--- src/design/ttb_pkg.sv ---
// Package for the tickless timer bank: shared types, constants and helpers.
// No dependencies; used by every module of the block but ttb_ram.
`timescale 1ns / 1ps

package ttb_pkg;

	localparam int TTB_NUM_TIMERS = 8;
	localparam int TTB_KIND_W     = 2;
	localparam int TTB_ID_W       = 3;
	localparam int TTB_CNT_W      = 32;
	localparam int TTB_ARM_W      = 8;
	localparam logic [TTB_ARM_W-1:0] TTB_MAX_ARM = 8'hFF;

	localparam logic [TTB_KIND_W-1:0] KIND_CMP   = 2'd0;
	localparam logic [TTB_KIND_W-1:0] KIND_START = 2'd1;
	localparam logic [TTB_KIND_W-1:0] KIND_STOP  = 2'd2;

	typedef enum logic [2:0] {
		OP_CMP,
		OP_START,
		OP_STOP,
		OP_NOP,
		OP_REJ
	} ttb_op_t;

	typedef struct packed {
		ttb_op_t                op;
		logic [TTB_ID_W-1:0]    id;
		logic [TTB_CNT_W-1:0]   ival;
		logic                   rep;
		logic [TTB_ARM_W-1:0]   ttc;
	} ttb_cmd_t;

	typedef enum logic [2:0] {
		ST_IDLE,
		ST_SCAN_RD,
		ST_SCAN_EX,
		ST_WALK_RD,
		ST_WALK_EX,
		ST_STOP_RD,
		ST_STOP_EX,
		ST_FINAL
	} ttb_state_t;

	// Clamp a count to the compare range.
	function automatic logic [TTB_ARM_W-1:0] ttb_sat_arm(input logic [TTB_CNT_W-1:0] v);
		if (v >= {{(TTB_CNT_W-TTB_ARM_W){1'b0}}, TTB_MAX_ARM}) begin
			return TTB_MAX_ARM;
		end
		return v[TTB_ARM_W-1:0];
	endfunction

endpackage

--- src/design/ttb_ram.sv ---
// Generic single-write, single-read RAM with registered read data.
// No dependencies.
`timescale 1ns / 1ps

module ttb_ram #(
	parameter int WIDTH = 32,
	parameter int DEPTH = 8,
	localparam int AW = (DEPTH > 1) ? $clog2(DEPTH) : 1
) (
	input  logic             clk,
	input  logic             we,
	input  logic [AW-1:0]    waddr,
	input  logic [WIDTH-1:0] wdata,
	input  logic [AW-1:0]    raddr,
	output logic [WIDTH-1:0] rdata
);

	logic [WIDTH-1:0] mem_q [DEPTH];

	always_ff @(posedge clk) begin
		if (we) begin
			mem_q[waddr] <= wdata;
		end
		rdata <= mem_q[raddr];
	end

endmodule

--- src/design/ttb_front.sv ---
// Front end: accept input transactions, decode them into commands, queue them.
// Depends on ttb_pkg.
`timescale 1ns / 1ps

module ttb_front #(
	parameter int NUM_TIMERS = ttb_pkg::TTB_NUM_TIMERS
) (
	input  logic                            clk,
	input  logic                            arst_n,
	input  logic                            in_valid,
	output logic                            in_stall,
	input  logic [ttb_pkg::TTB_KIND_W-1:0]  kind,
	input  logic [ttb_pkg::TTB_ID_W-1:0]    timer_id,
	input  logic [ttb_pkg::TTB_CNT_W-1:0]   interval,
	input  logic                            repeat_req,
	input  logic [ttb_pkg::TTB_ARM_W-1:0]   ticks_to_compare,
	output logic                            cmd_valid,
	output ttb_pkg::ttb_cmd_t               cmd,
	input  logic                            cmd_pop
);
	import ttb_pkg::*;

	ttb_cmd_t  dec;
	ttb_cmd_t  fifo_q [2];
	logic      wr_ptr_q, rd_ptr_q;
	logic [1:0] cnt_q;
	logic      push, in_range;

	assign in_range = (32'(timer_id) < NUM_TIMERS);

	always_comb begin
		dec.id   = timer_id;
		dec.ival = (interval == '0) ? TTB_CNT_W'(1) : interval;
		dec.rep  = repeat_req;
		dec.ttc  = ticks_to_compare;
		unique case (kind)
			KIND_CMP:   dec.op = OP_CMP;
			KIND_START: dec.op = in_range ? OP_START : OP_REJ;
			KIND_STOP:  dec.op = in_range ? OP_STOP : OP_NOP;
			default:    dec.op = OP_NOP;
		endcase
	end

	assign in_stall  = (cnt_q == 2'd2);
	assign push      = in_valid && !in_stall;
	assign cmd_valid = (cnt_q != 2'd0);
	assign cmd       = fifo_q[rd_ptr_q];

	always_ff @(posedge clk) begin
		if (push) begin
			fifo_q[wr_ptr_q] <= dec;
		end
	end

	always_ff @(posedge clk or negedge arst_n) begin
		if (!arst_n) begin
			wr_ptr_q <= 1'b0;
			rd_ptr_q <= 1'b0;
			cnt_q    <= 2'd0;
		end else begin
			if (push) begin
				wr_ptr_q <= !wr_ptr_q;
			end
			if (cmd_pop) begin
				rd_ptr_q <= !rd_ptr_q;
			end
			cnt_q <= cnt_q + 2'(push) - 2'(cmd_pop);
		end
	end

endmodule

--- src/design/ttb_back.sv ---
// Back end: sequencer that carries out commands over the timer slots.
// Depends on ttb_pkg and ttb_ram.
`timescale 1ns / 1ps

module ttb_back #(
	parameter int NUM_TIMERS = ttb_pkg::TTB_NUM_TIMERS
) (
	input  logic                           clk,
	input  logic                           arst_n,
	input  logic                           cmd_valid,
	input  ttb_pkg::ttb_cmd_t              cmd,
	output logic                           cmd_pop,
	output logic                           out_valid,
	input  logic                           out_stall,
	output logic                           fired,
	output logic [ttb_pkg::TTB_ID_W-1:0]   fired_timer,
	output logic                           accepted,
	output logic [ttb_pkg::TTB_ARM_W-1:0]  cmp_interval,
	output logic                           compare_enable,
	output logic                           last
);
	import ttb_pkg::*;

	localparam int IDW = (NUM_TIMERS > 1) ? $clog2(NUM_TIMERS) : 1;
	localparam logic [IDW-1:0] LAST_IDX = IDW'(NUM_TIMERS - 1);

	ttb_state_t state_q, state_d;
	logic [NUM_TIMERS-1:0] run_q, run_d, rep_q, rep_d;
	logic [TTB_ARM_W-1:0]  armed_q, armed_d, delta_q, delta_d;
	logic [IDW-1:0]        idx_q, idx_d, sid_q, sid_d;
	logic [TTB_CNT_W-1:0]  c_q, c_d, best_q, best_d;
	logic                  have_q, have_d, early_q, early_d, acc_q, acc_d;

	logic                  rem_we, rel_we;
	logic [IDW-1:0]        wa;
	logic [TTB_CNT_W-1:0]  rem_wd, rem_rd, rel_rd;

	logic                  out_free, emit;
	logic                  o_fired, o_acc, o_en, o_last;
	logic [TTB_ID_W-1:0]   o_tmr;
	logic [TTB_ARM_W-1:0]  o_nxt;

	logic [IDW-1:0]        cid;
	logic [TTB_ARM_W-1:0]  el;
	logic [TTB_CNT_W:0]    sum;
	logic [TTB_CNT_W-1:0]  nv;
	logic                  fire, stays, early_n;

	ttb_ram #(.WIDTH(TTB_CNT_W), .DEPTH(NUM_TIMERS)) u_rem (
		.clk(clk), .we(rem_we), .waddr(wa), .wdata(rem_wd), .raddr(idx_q), .rdata(rem_rd)
	);
	ttb_ram #(.WIDTH(TTB_CNT_W), .DEPTH(NUM_TIMERS)) u_rel (
		.clk(clk), .we(rel_we), .waddr(wa), .wdata(cmd.ival), .raddr(idx_q), .rdata(rel_rd)
	);

	assign out_free = !out_valid || !out_stall;
	assign cid      = IDW'(cmd.id);
	assign el       = (armed_q > cmd.ttc) ? (armed_q - cmd.ttc) : '0;
	assign sum      = {1'b0, cmd.ival} + (TTB_CNT_W+1)'(el);

	always_comb begin
		state_d = state_q;
		run_d   = run_q;
		rep_d   = rep_q;
		armed_d = armed_q;
		delta_d = delta_q;
		idx_d   = idx_q;
		sid_d   = sid_q;
		c_d     = c_q;
		best_d  = best_q;
		have_d  = have_q;
		early_d = early_q;
		acc_d   = acc_q;
		rem_we  = 1'b0;
		rel_we  = 1'b0;
		wa      = idx_q;
		rem_wd  = '0;
		cmd_pop = 1'b0;
		emit    = 1'b0;
		o_fired = 1'b0;
		o_tmr   = '0;
		o_acc   = 1'b1;
		o_nxt   = '0;
		o_en    = 1'b0;
		o_last  = 1'b0;
		fire    = 1'b0;
		stays   = 1'b0;
		nv      = rem_rd;
		early_n = early_q;

		unique case (state_q)
			ST_IDLE: begin
				if (cmd_valid) begin
					cmd_pop = 1'b1;
					acc_d   = 1'b1;
					unique case (cmd.op)
						OP_CMP: begin
							if (|run_q) begin
								delta_d = armed_q;
								idx_d   = '0;
								have_d  = 1'b0;
								state_d = ST_WALK_RD;
							end else begin
								state_d = ST_FINAL;
							end
						end
						OP_START: begin
							if (run_q[cid]) begin
								acc_d   = 1'b0;
								state_d = ST_FINAL;
							end else begin
								rel_we     = 1'b1;
								rem_we     = 1'b1;
								wa         = cid;
								rep_d[cid] = cmd.rep;
								run_d[cid] = 1'b1;
								if (!(|run_q)) begin
									rem_wd  = cmd.ival;
									armed_d = ttb_sat_arm(cmd.ival);
									state_d = ST_FINAL;
								end else begin
									// Fold elapsed ticks in; saturate on carry.
									rem_wd  = sum[TTB_CNT_W] ? '1 : sum[TTB_CNT_W-1:0];
									c_d     = rem_wd;
									delta_d = el;
									sid_d   = cid;
									early_d = 1'b1;
									idx_d   = '0;
									state_d = ST_SCAN_RD;
								end
							end
						end
						OP_STOP: begin
							if (run_q[cid]) begin
								idx_d   = cid;
								state_d = ST_STOP_RD;
							end else begin
								state_d = ST_FINAL;
							end
						end
						OP_REJ: begin
							acc_d   = 1'b0;
							state_d = ST_FINAL;
						end
						default: begin
							state_d = ST_FINAL;
						end
					endcase
				end
			end
			ST_SCAN_RD: state_d = ST_SCAN_EX;
			ST_SCAN_EX: begin
				if (idx_q != sid_q && run_q[idx_q] && rem_rd < c_q) begin
					early_n = 1'b0;
				end
				early_d = early_n;
				if (idx_q == LAST_IDX) begin
					if (early_n && c_q < TTB_CNT_W'(armed_q)) begin
						idx_d   = '0;
						have_d  = 1'b0;
						state_d = ST_WALK_RD;
					end else begin
						state_d = ST_FINAL;
					end
				end else begin
					idx_d   = idx_q + 1'b1;
					state_d = ST_SCAN_RD;
				end
			end
			ST_WALK_RD: state_d = ST_WALK_EX;
			ST_WALK_EX: begin
				fire = run_q[idx_q] && (delta_q != '0) && (rem_rd <= TTB_CNT_W'(delta_q));
				if (!(fire && !out_free)) begin
					if (run_q[idx_q]) begin
						if (fire) begin
							nv = '0;
						end else if (delta_q != '0) begin
							nv = rem_rd - TTB_CNT_W'(delta_q);
						end
						stays = 1'b1;
						if (nv == '0) begin
							nv    = rel_rd;
							stays = rep_q[idx_q];
							run_d[idx_q] = rep_q[idx_q];
						end
						rem_we = 1'b1;
						rem_wd = nv;
						if (stays && (!have_q || nv < best_q)) begin
							best_d = nv;
							have_d = 1'b1;
						end
					end
					if (fire) begin
						emit    = 1'b1;
						o_fired = 1'b1;
						o_tmr   = TTB_ID_W'(idx_q);
					end
					if (idx_q == LAST_IDX) begin
						armed_d = have_d ? ttb_sat_arm(best_d) : '0;
						state_d = ST_FINAL;
					end else begin
						idx_d   = idx_q + 1'b1;
						state_d = ST_WALK_RD;
					end
				end
			end
			ST_STOP_RD: state_d = ST_STOP_EX;
			ST_STOP_EX: begin
				rem_we       = 1'b1;
				rem_wd       = rel_rd;
				run_d[idx_q] = 1'b0;
				if ((run_q & ~(NUM_TIMERS'(1) << idx_q)) == '0) begin
					armed_d = '0;
				end
				state_d = ST_FINAL;
			end
			ST_FINAL: begin
				if (out_free) begin
					emit    = 1'b1;
					o_acc   = acc_q;
					o_en    = |run_q;
					o_nxt   = o_en ? armed_q : '0;
					o_last  = 1'b1;
					state_d = ST_IDLE;
				end
			end
			default: state_d = ST_IDLE;
		endcase
	end

	always_ff @(posedge clk or negedge arst_n) begin
		if (!arst_n) begin
			state_q   <= ST_IDLE;
			run_q     <= '0;
			rep_q     <= '0;
			armed_q   <= '0;
			out_valid <= 1'b0;
		end else begin
			state_q <= state_d;
			run_q   <= run_d;
			rep_q   <= rep_d;
			armed_q <= armed_d;
			if (emit) begin
				out_valid <= 1'b1;
			end else if (!out_stall) begin
				out_valid <= 1'b0;
			end
		end
	end

	always_ff @(posedge clk) begin
		delta_q <= delta_d;
		idx_q   <= idx_d;
		sid_q   <= sid_d;
		c_q     <= c_d;
		best_q  <= best_d;
		have_q  <= have_d;
		early_q <= early_d;
		acc_q   <= acc_d;
		if (emit) begin
			fired          <= o_fired;
			fired_timer    <= o_tmr;
			accepted       <= o_acc;
			cmp_interval   <= o_nxt;
			compare_enable <= o_en;
			last           <= o_last;
		end
	end

endmodule

--- src/design/tickless_timer_bank_top.sv ---
// Top level of the tickless timer bank: front decoder/queue plus back sequencer.
// Depends on ttb_pkg, ttb_front, ttb_back (and ttb_ram through ttb_back).
`timescale 1ns / 1ps

// A bank of NUM_TIMERS one-shot or periodic timers sharing one compare
// interrupt. Each input transaction is a compare match, a start or a stop;
// it yields zero or more fired reports (ascending slot order) followed by one
// final result with last=1 that carries the compare interval to program and
// the compare enable. The front queue holds two decoded transactions so input
// is taken while the back end works. In the back end a compare, when any timer
// runs, walks every slot (RAM read, then update); a start onto a bank that
// already runs scans all slots for the earliest count and, if it re-arms,
// walks them again; a stop reads the slot, then restores its reload count. Fired
// reports wait on out_stall, which pauses the walk. Remaining and reload
// counts live in single-port-read RAMs; that one read port sets the rate.
module tickless_timer_bank_top #(
	parameter int NUM_TIMERS = ttb_pkg::TTB_NUM_TIMERS
) (
	input  logic                            clk,
	input  logic                            arst_n,
	input  logic                            in_valid,
	output logic                            in_stall,
	input  logic [ttb_pkg::TTB_KIND_W-1:0]  kind,
	input  logic [ttb_pkg::TTB_ID_W-1:0]    timer_id,
	input  logic [ttb_pkg::TTB_CNT_W-1:0]   interval,
	input  logic                            repeat_req,
	input  logic [ttb_pkg::TTB_ARM_W-1:0]   ticks_to_compare,
	output logic                            out_valid,
	input  logic                            out_stall,
	output logic                            fired,
	output logic [ttb_pkg::TTB_ID_W-1:0]    fired_timer,
	output logic                            accepted,
	output logic [ttb_pkg::TTB_ARM_W-1:0]   cmp_interval,
	output logic                            compare_enable,
	output logic                            last
);
	import ttb_pkg::*;

	logic     cmd_valid, cmd_pop;
	ttb_cmd_t cmd;

	// Decode and queue incoming transactions.
	ttb_front #(.NUM_TIMERS(NUM_TIMERS)) u_front (
		.clk(clk), .arst_n(arst_n),
		.in_valid(in_valid), .in_stall(in_stall),
		.kind(kind), .timer_id(timer_id), .interval(interval),
		.repeat_req(repeat_req), .ticks_to_compare(ticks_to_compare),
		.cmd_valid(cmd_valid), .cmd(cmd), .cmd_pop(cmd_pop)
	);

	// Execute commands against timer state and drive the result register.
	ttb_back #(.NUM_TIMERS(NUM_TIMERS)) u_back (
		.clk(clk), .arst_n(arst_n),
		.cmd_valid(cmd_valid), .cmd(cmd), .cmd_pop(cmd_pop),
		.out_valid(out_valid), .out_stall(out_stall),
		.fired(fired), .fired_timer(fired_timer), .accepted(accepted),
		.cmp_interval(cmp_interval), .compare_enable(compare_enable), .last(last)
	);

endmodule

--- config.mk ---
export PLATFORM = sky130hd
export DESIGN_NAME = tickless_timer_bank_top
export DESIGN_NICKNAME = d
export VERILOG_FILES = /design/src/design/ttb_pkg.sv /design/src/design/ttb_ram.sv /design/src/design/ttb_front.sv /design/src/design/ttb_back.sv /design/src/design/tickless_timer_bank_top.sv
export SDC_FILE = /design/constraint.sdc
export NUM_CORES = 1
export LEC_CHECK = 0
export CAP_MARGIN = 10
export CORE_MARGIN = 1
export CORE_UTILIZATION = 32
export DETAILED_ROUTE_END_ITERATION = 8
export DONT_BUFFER_PORTS = 1
export PLACE_DENSITY_LB_ADDON = 0.3
export SKIP_CTS_REPAIR_TIMING = 1
export SLEW_MARGIN = 10
export SYNTH_ARGS = -nofsm -noshare
export SYNTH_HDL_FRONTEND = slang
export SYNTH_SLANG_ARGS = --single-unit
export TNS_END_PERCENT = 10
--- constraint.sdc ---
create_clock -name clk -period 10.3 [get_ports clk]
set_input_delay 1.545 -clock clk [delete_from_list [all_inputs] [get_ports clk]]
set_output_delay 1.545 -clock clk [all_outputs]
set_load 0.1 [all_outputs]
==> results.md <==
- Status: finished, final reports clean
- Cell count after synthesis: 2646
- Cells after DPL: 3951
- Cell depth of the worst setup path: 26
- Final wirelength: 104000 um
- Initial antenna violation count: 1
- P per Cell Area: 319 nW/um^2
- Max stage delay on crit path: 0.72 ns
- Hold Path Class: flop to flop
- Worst EP required: 10.78 ns
- Pin count of the biggest net entering global routing: 46
- Chip height: 333 um
- RD Place Congestion: 0.920
- Sink Count: 796
- Final period util: 0.750
- DRT Pass-1 Iters: 5
- Met1 usage: 0.268
- Slew Limit Fails: 0
- CTS tree: done
- Final instance area: 39800 um^2
- Syn Area/Cell: 13.2 um^2
- Area of the core: 109000 um^2
- Layout cells sized above 1: 0.104
- # setup viols final: 0
- Yosys reg bits: 796
- Setup Skew: 0.0355 ns
- Dpl cell area: 36700 um^2
- CP Capture Type: flop
- Worst skew pair latency: 0.67 ns
- Terminus of the critical flop-to-flop path: u_back.armed_q[7]
- Fillers: 10379
- TritonCTS Buffers: 87
- CP startpoint kind: flop
- Via Count: 22992
- Clk buf depth: 3
- P&R area growth vs syn: 13.6%
- Min Tclk post-route: 7.72 ns
- CP Max Fanout: 45
- Post-DP HPWL: 68300 um
- Max Freq: 130 MHz
- Total GRT Usage: 0.184
- GR peak layer: met2
- EDFF count, synth: 700
- CP arrival: 8.20 ns
- CTS root buffer: clkbuf_16
- Mapped Nets: 2800
- Starting DRC count in detailed routing: 2493
- Worst-path clk slew: 0.06 ns
- Die width: 333 um
- Post-DR vias/cell: 5.59
- Global route overflow: 0
- Synth Warn #: 0
- Port Buf Inserts: 0
- Max-cap violation count: 0
- Register area share after synthesis: 0.659
- First-pass GRT wire length: 152000 um
- Max VDD drop: 172 uV
- Die footprint: 111000 um^2
- Fin Setup TNS: 0 ns
- Worst Reg-to-Reg Cells: 26
- Delay-heaviest family, CP: compound AO/OA/AOI/OAI gates
- Area occupied by multi-input gates: 10900 um^2
- Predominant post-synthesis flop cell: edfxtp_1
- Max-slew headroom: 0.295
- Routed len/inst: 25.3 um
- Cell variety after synth: 90
- RSZ-0062 raised after global routing: false
- Fraction of registers with async set/reset: 0.0402
- CP startpoint: u_back.u_rem.rdata[0]
- Rows: 121
- Fin nets: 2780
- Initial core utilization: 0.322
- Sequential Area: 23100 um^2
- # H-tree levels: 3
- Worst reg-to-reg setup slack: 2.58 ns
- Tightest Pin Transition: 1.06 ns
- Met3 usage: 0.0282
- Count of final hold-check violations: 0
- Worst path slowest cell: or4_1
- Routed Antenna Nets: 0
- Setup Crit Path Kind: flop to flop
- Finished Layout Cells: 4114
- Io pins: 67
- Critical Path End: u_back.armed_q[7]
- WP buf/inv: 3
- Static leakage: 0.0137 uW
- Mapped Area: 35000 um^2
- DRC Markers: 0
- N_diodes: 0
- Number of global-route vias before repair: 22102
- RR Startpoint: u_back.u_rem.rdata[0]
- Met2 usage: 0.285
## tightest hold or removal path, stage by stage (launching register included)
cell and delay, ns:
edfxtp_1 0.32, a22oi_1 0.06, nand4_1 0.06
## final cells by class
class / count / area share
Tap cell: 1414 / 0.0445
Inverter: 155 / 0.0146
Sequential cell: 796 / 0.580
Clock inverter: 38 / 0.0152
Clock buffer: 125 / 0.0616
Multi-Input combinational cell: 1532 / 0.273
Timing Repair Buffer: 54 / 0.0102
## Yosys cell counts (37+ instances only)
cell,instances,area share
nand2_1,130,0.014
edfxtp_1,700,0.60
a22oi_1,270,0.058
xnor2_1,39,0.0098
nand4_1,95,0.017
o21ai_0,81,0.012
clkbuf_1,119,0.013
a21o_1,37,0.0079
nor2_1,122,0.013
mux2i_1,49,0.014
dfxtp_1,64,0.037
nor4_1,43,0.0077
a21oi_1,100,0.014
inv_1,151,0.016
ha_1,101,0.036
nor3_1,73,0.010
## layout by cell type (no fill, tap or decap), drive strengths merged, types with 39 or more instances in the layout
cell      n
ha      101
dfxtp    64
nor4     45
mux2i    51
nand2   131
a21oi   100
nand4    95
buf      54
clkbuf  125
nor2    123
inv     155
xnor2    39
nor3     75
a22oi   270
edfxtp  700
o21ai    86
## how the worst min path moves through the flow
stage                                    startpoint                endpoint  slack, ns  depth (start not counted)
after global placement    u_back.u_rel.mem_q[4][15]  u_back.u_rel.rdata[15]       0.45                          2
after global routing      u_back.u_rel.mem_q[4][12]  u_back.u_rel.rdata[12]       0.50                          2
after CTS                 u_back.u_rem.mem_q[7][29]  u_back.u_rem.rdata[29]       0.47                          2
final                     u_back.u_rem.mem_q[7][29]  u_back.u_rem.rdata[29]       0.47                          2
after floorplan            u_back.u_rel.mem_q[4][0]   u_back.u_rel.rdata[0]       0.44                          2
after detailed placement  u_back.u_rem.mem_q[7][29]  u_back.u_rem.rdata[29]       0.46                          2
## routing by layer
layer,share of wire,routed length (um),up-vias
li1,-,-,10278
met1,0.46,47500,11618
met2,0.45,47000,947
met3,0.072,7480,145
met4,0.021,2200,4
met5,0.00072,75,-
## flip-flops by register name, summed over array words and instances (netlist names), 3 cells and up
signal / flops
u_back.run_q: 8
u_back.sid_q: 3
u_back.armed_q: 8
u_front.fifo_q: 92
u_back.u_rel.mem_q: 256
u_back.rep_q: 8
u_back.u_rel.rdata: 32
u_back.delta_q: 8
u_back.c_q: 32
u_back.cmp_interval: 8
u_back.u_rem.rdata: 32
u_back.u_rem.mem_q: 256
u_back.best_q: 32
u_back.idx_q: 3
u_back.fired_timer: 3
u_back.state_q: 3
## where the power goes
group | internal, uW | switching [uW] | leakage [uW]
registers | 4320 | 575 | 0.00733
logic | 1460 | 3100 | 0.00492
clock network | 1930 | 1320 | 0.00146
## logic make-up after synthesis
logic type / after synthesis / share of synthesized area
flip-flops: 796 / 0.659
adder cells (fa/ha/maj): 104 / 0.0378
buffers and inverters: 318 / 0.0354
AO/OA/AOI/OAI: 681 / 0.138
XOR/XNOR: 56 / 0.0140
multiplexers: 79 / 0.0247
AND/OR/NAND/NOR: 612 / 0.0905
## stage by stage
step / hold WS [ns] / worst slack (ns) / utilization / power [uW]
floorplan: 0.444 / 2.79 / - / 7740
CTS: 0.475 / 2.62 / 0.366 / 12700
finish: 0.474 / 2.58 / 0.366 / 12700
global route: 0.498 / 2.06 / 0.366 / 13300
global placement: 0.453 / 2.85 / 0.338 / 9440
detailed placement: 0.462 / 2.68 / 0.338 / 9440
(Power assumes the default switching activity.)
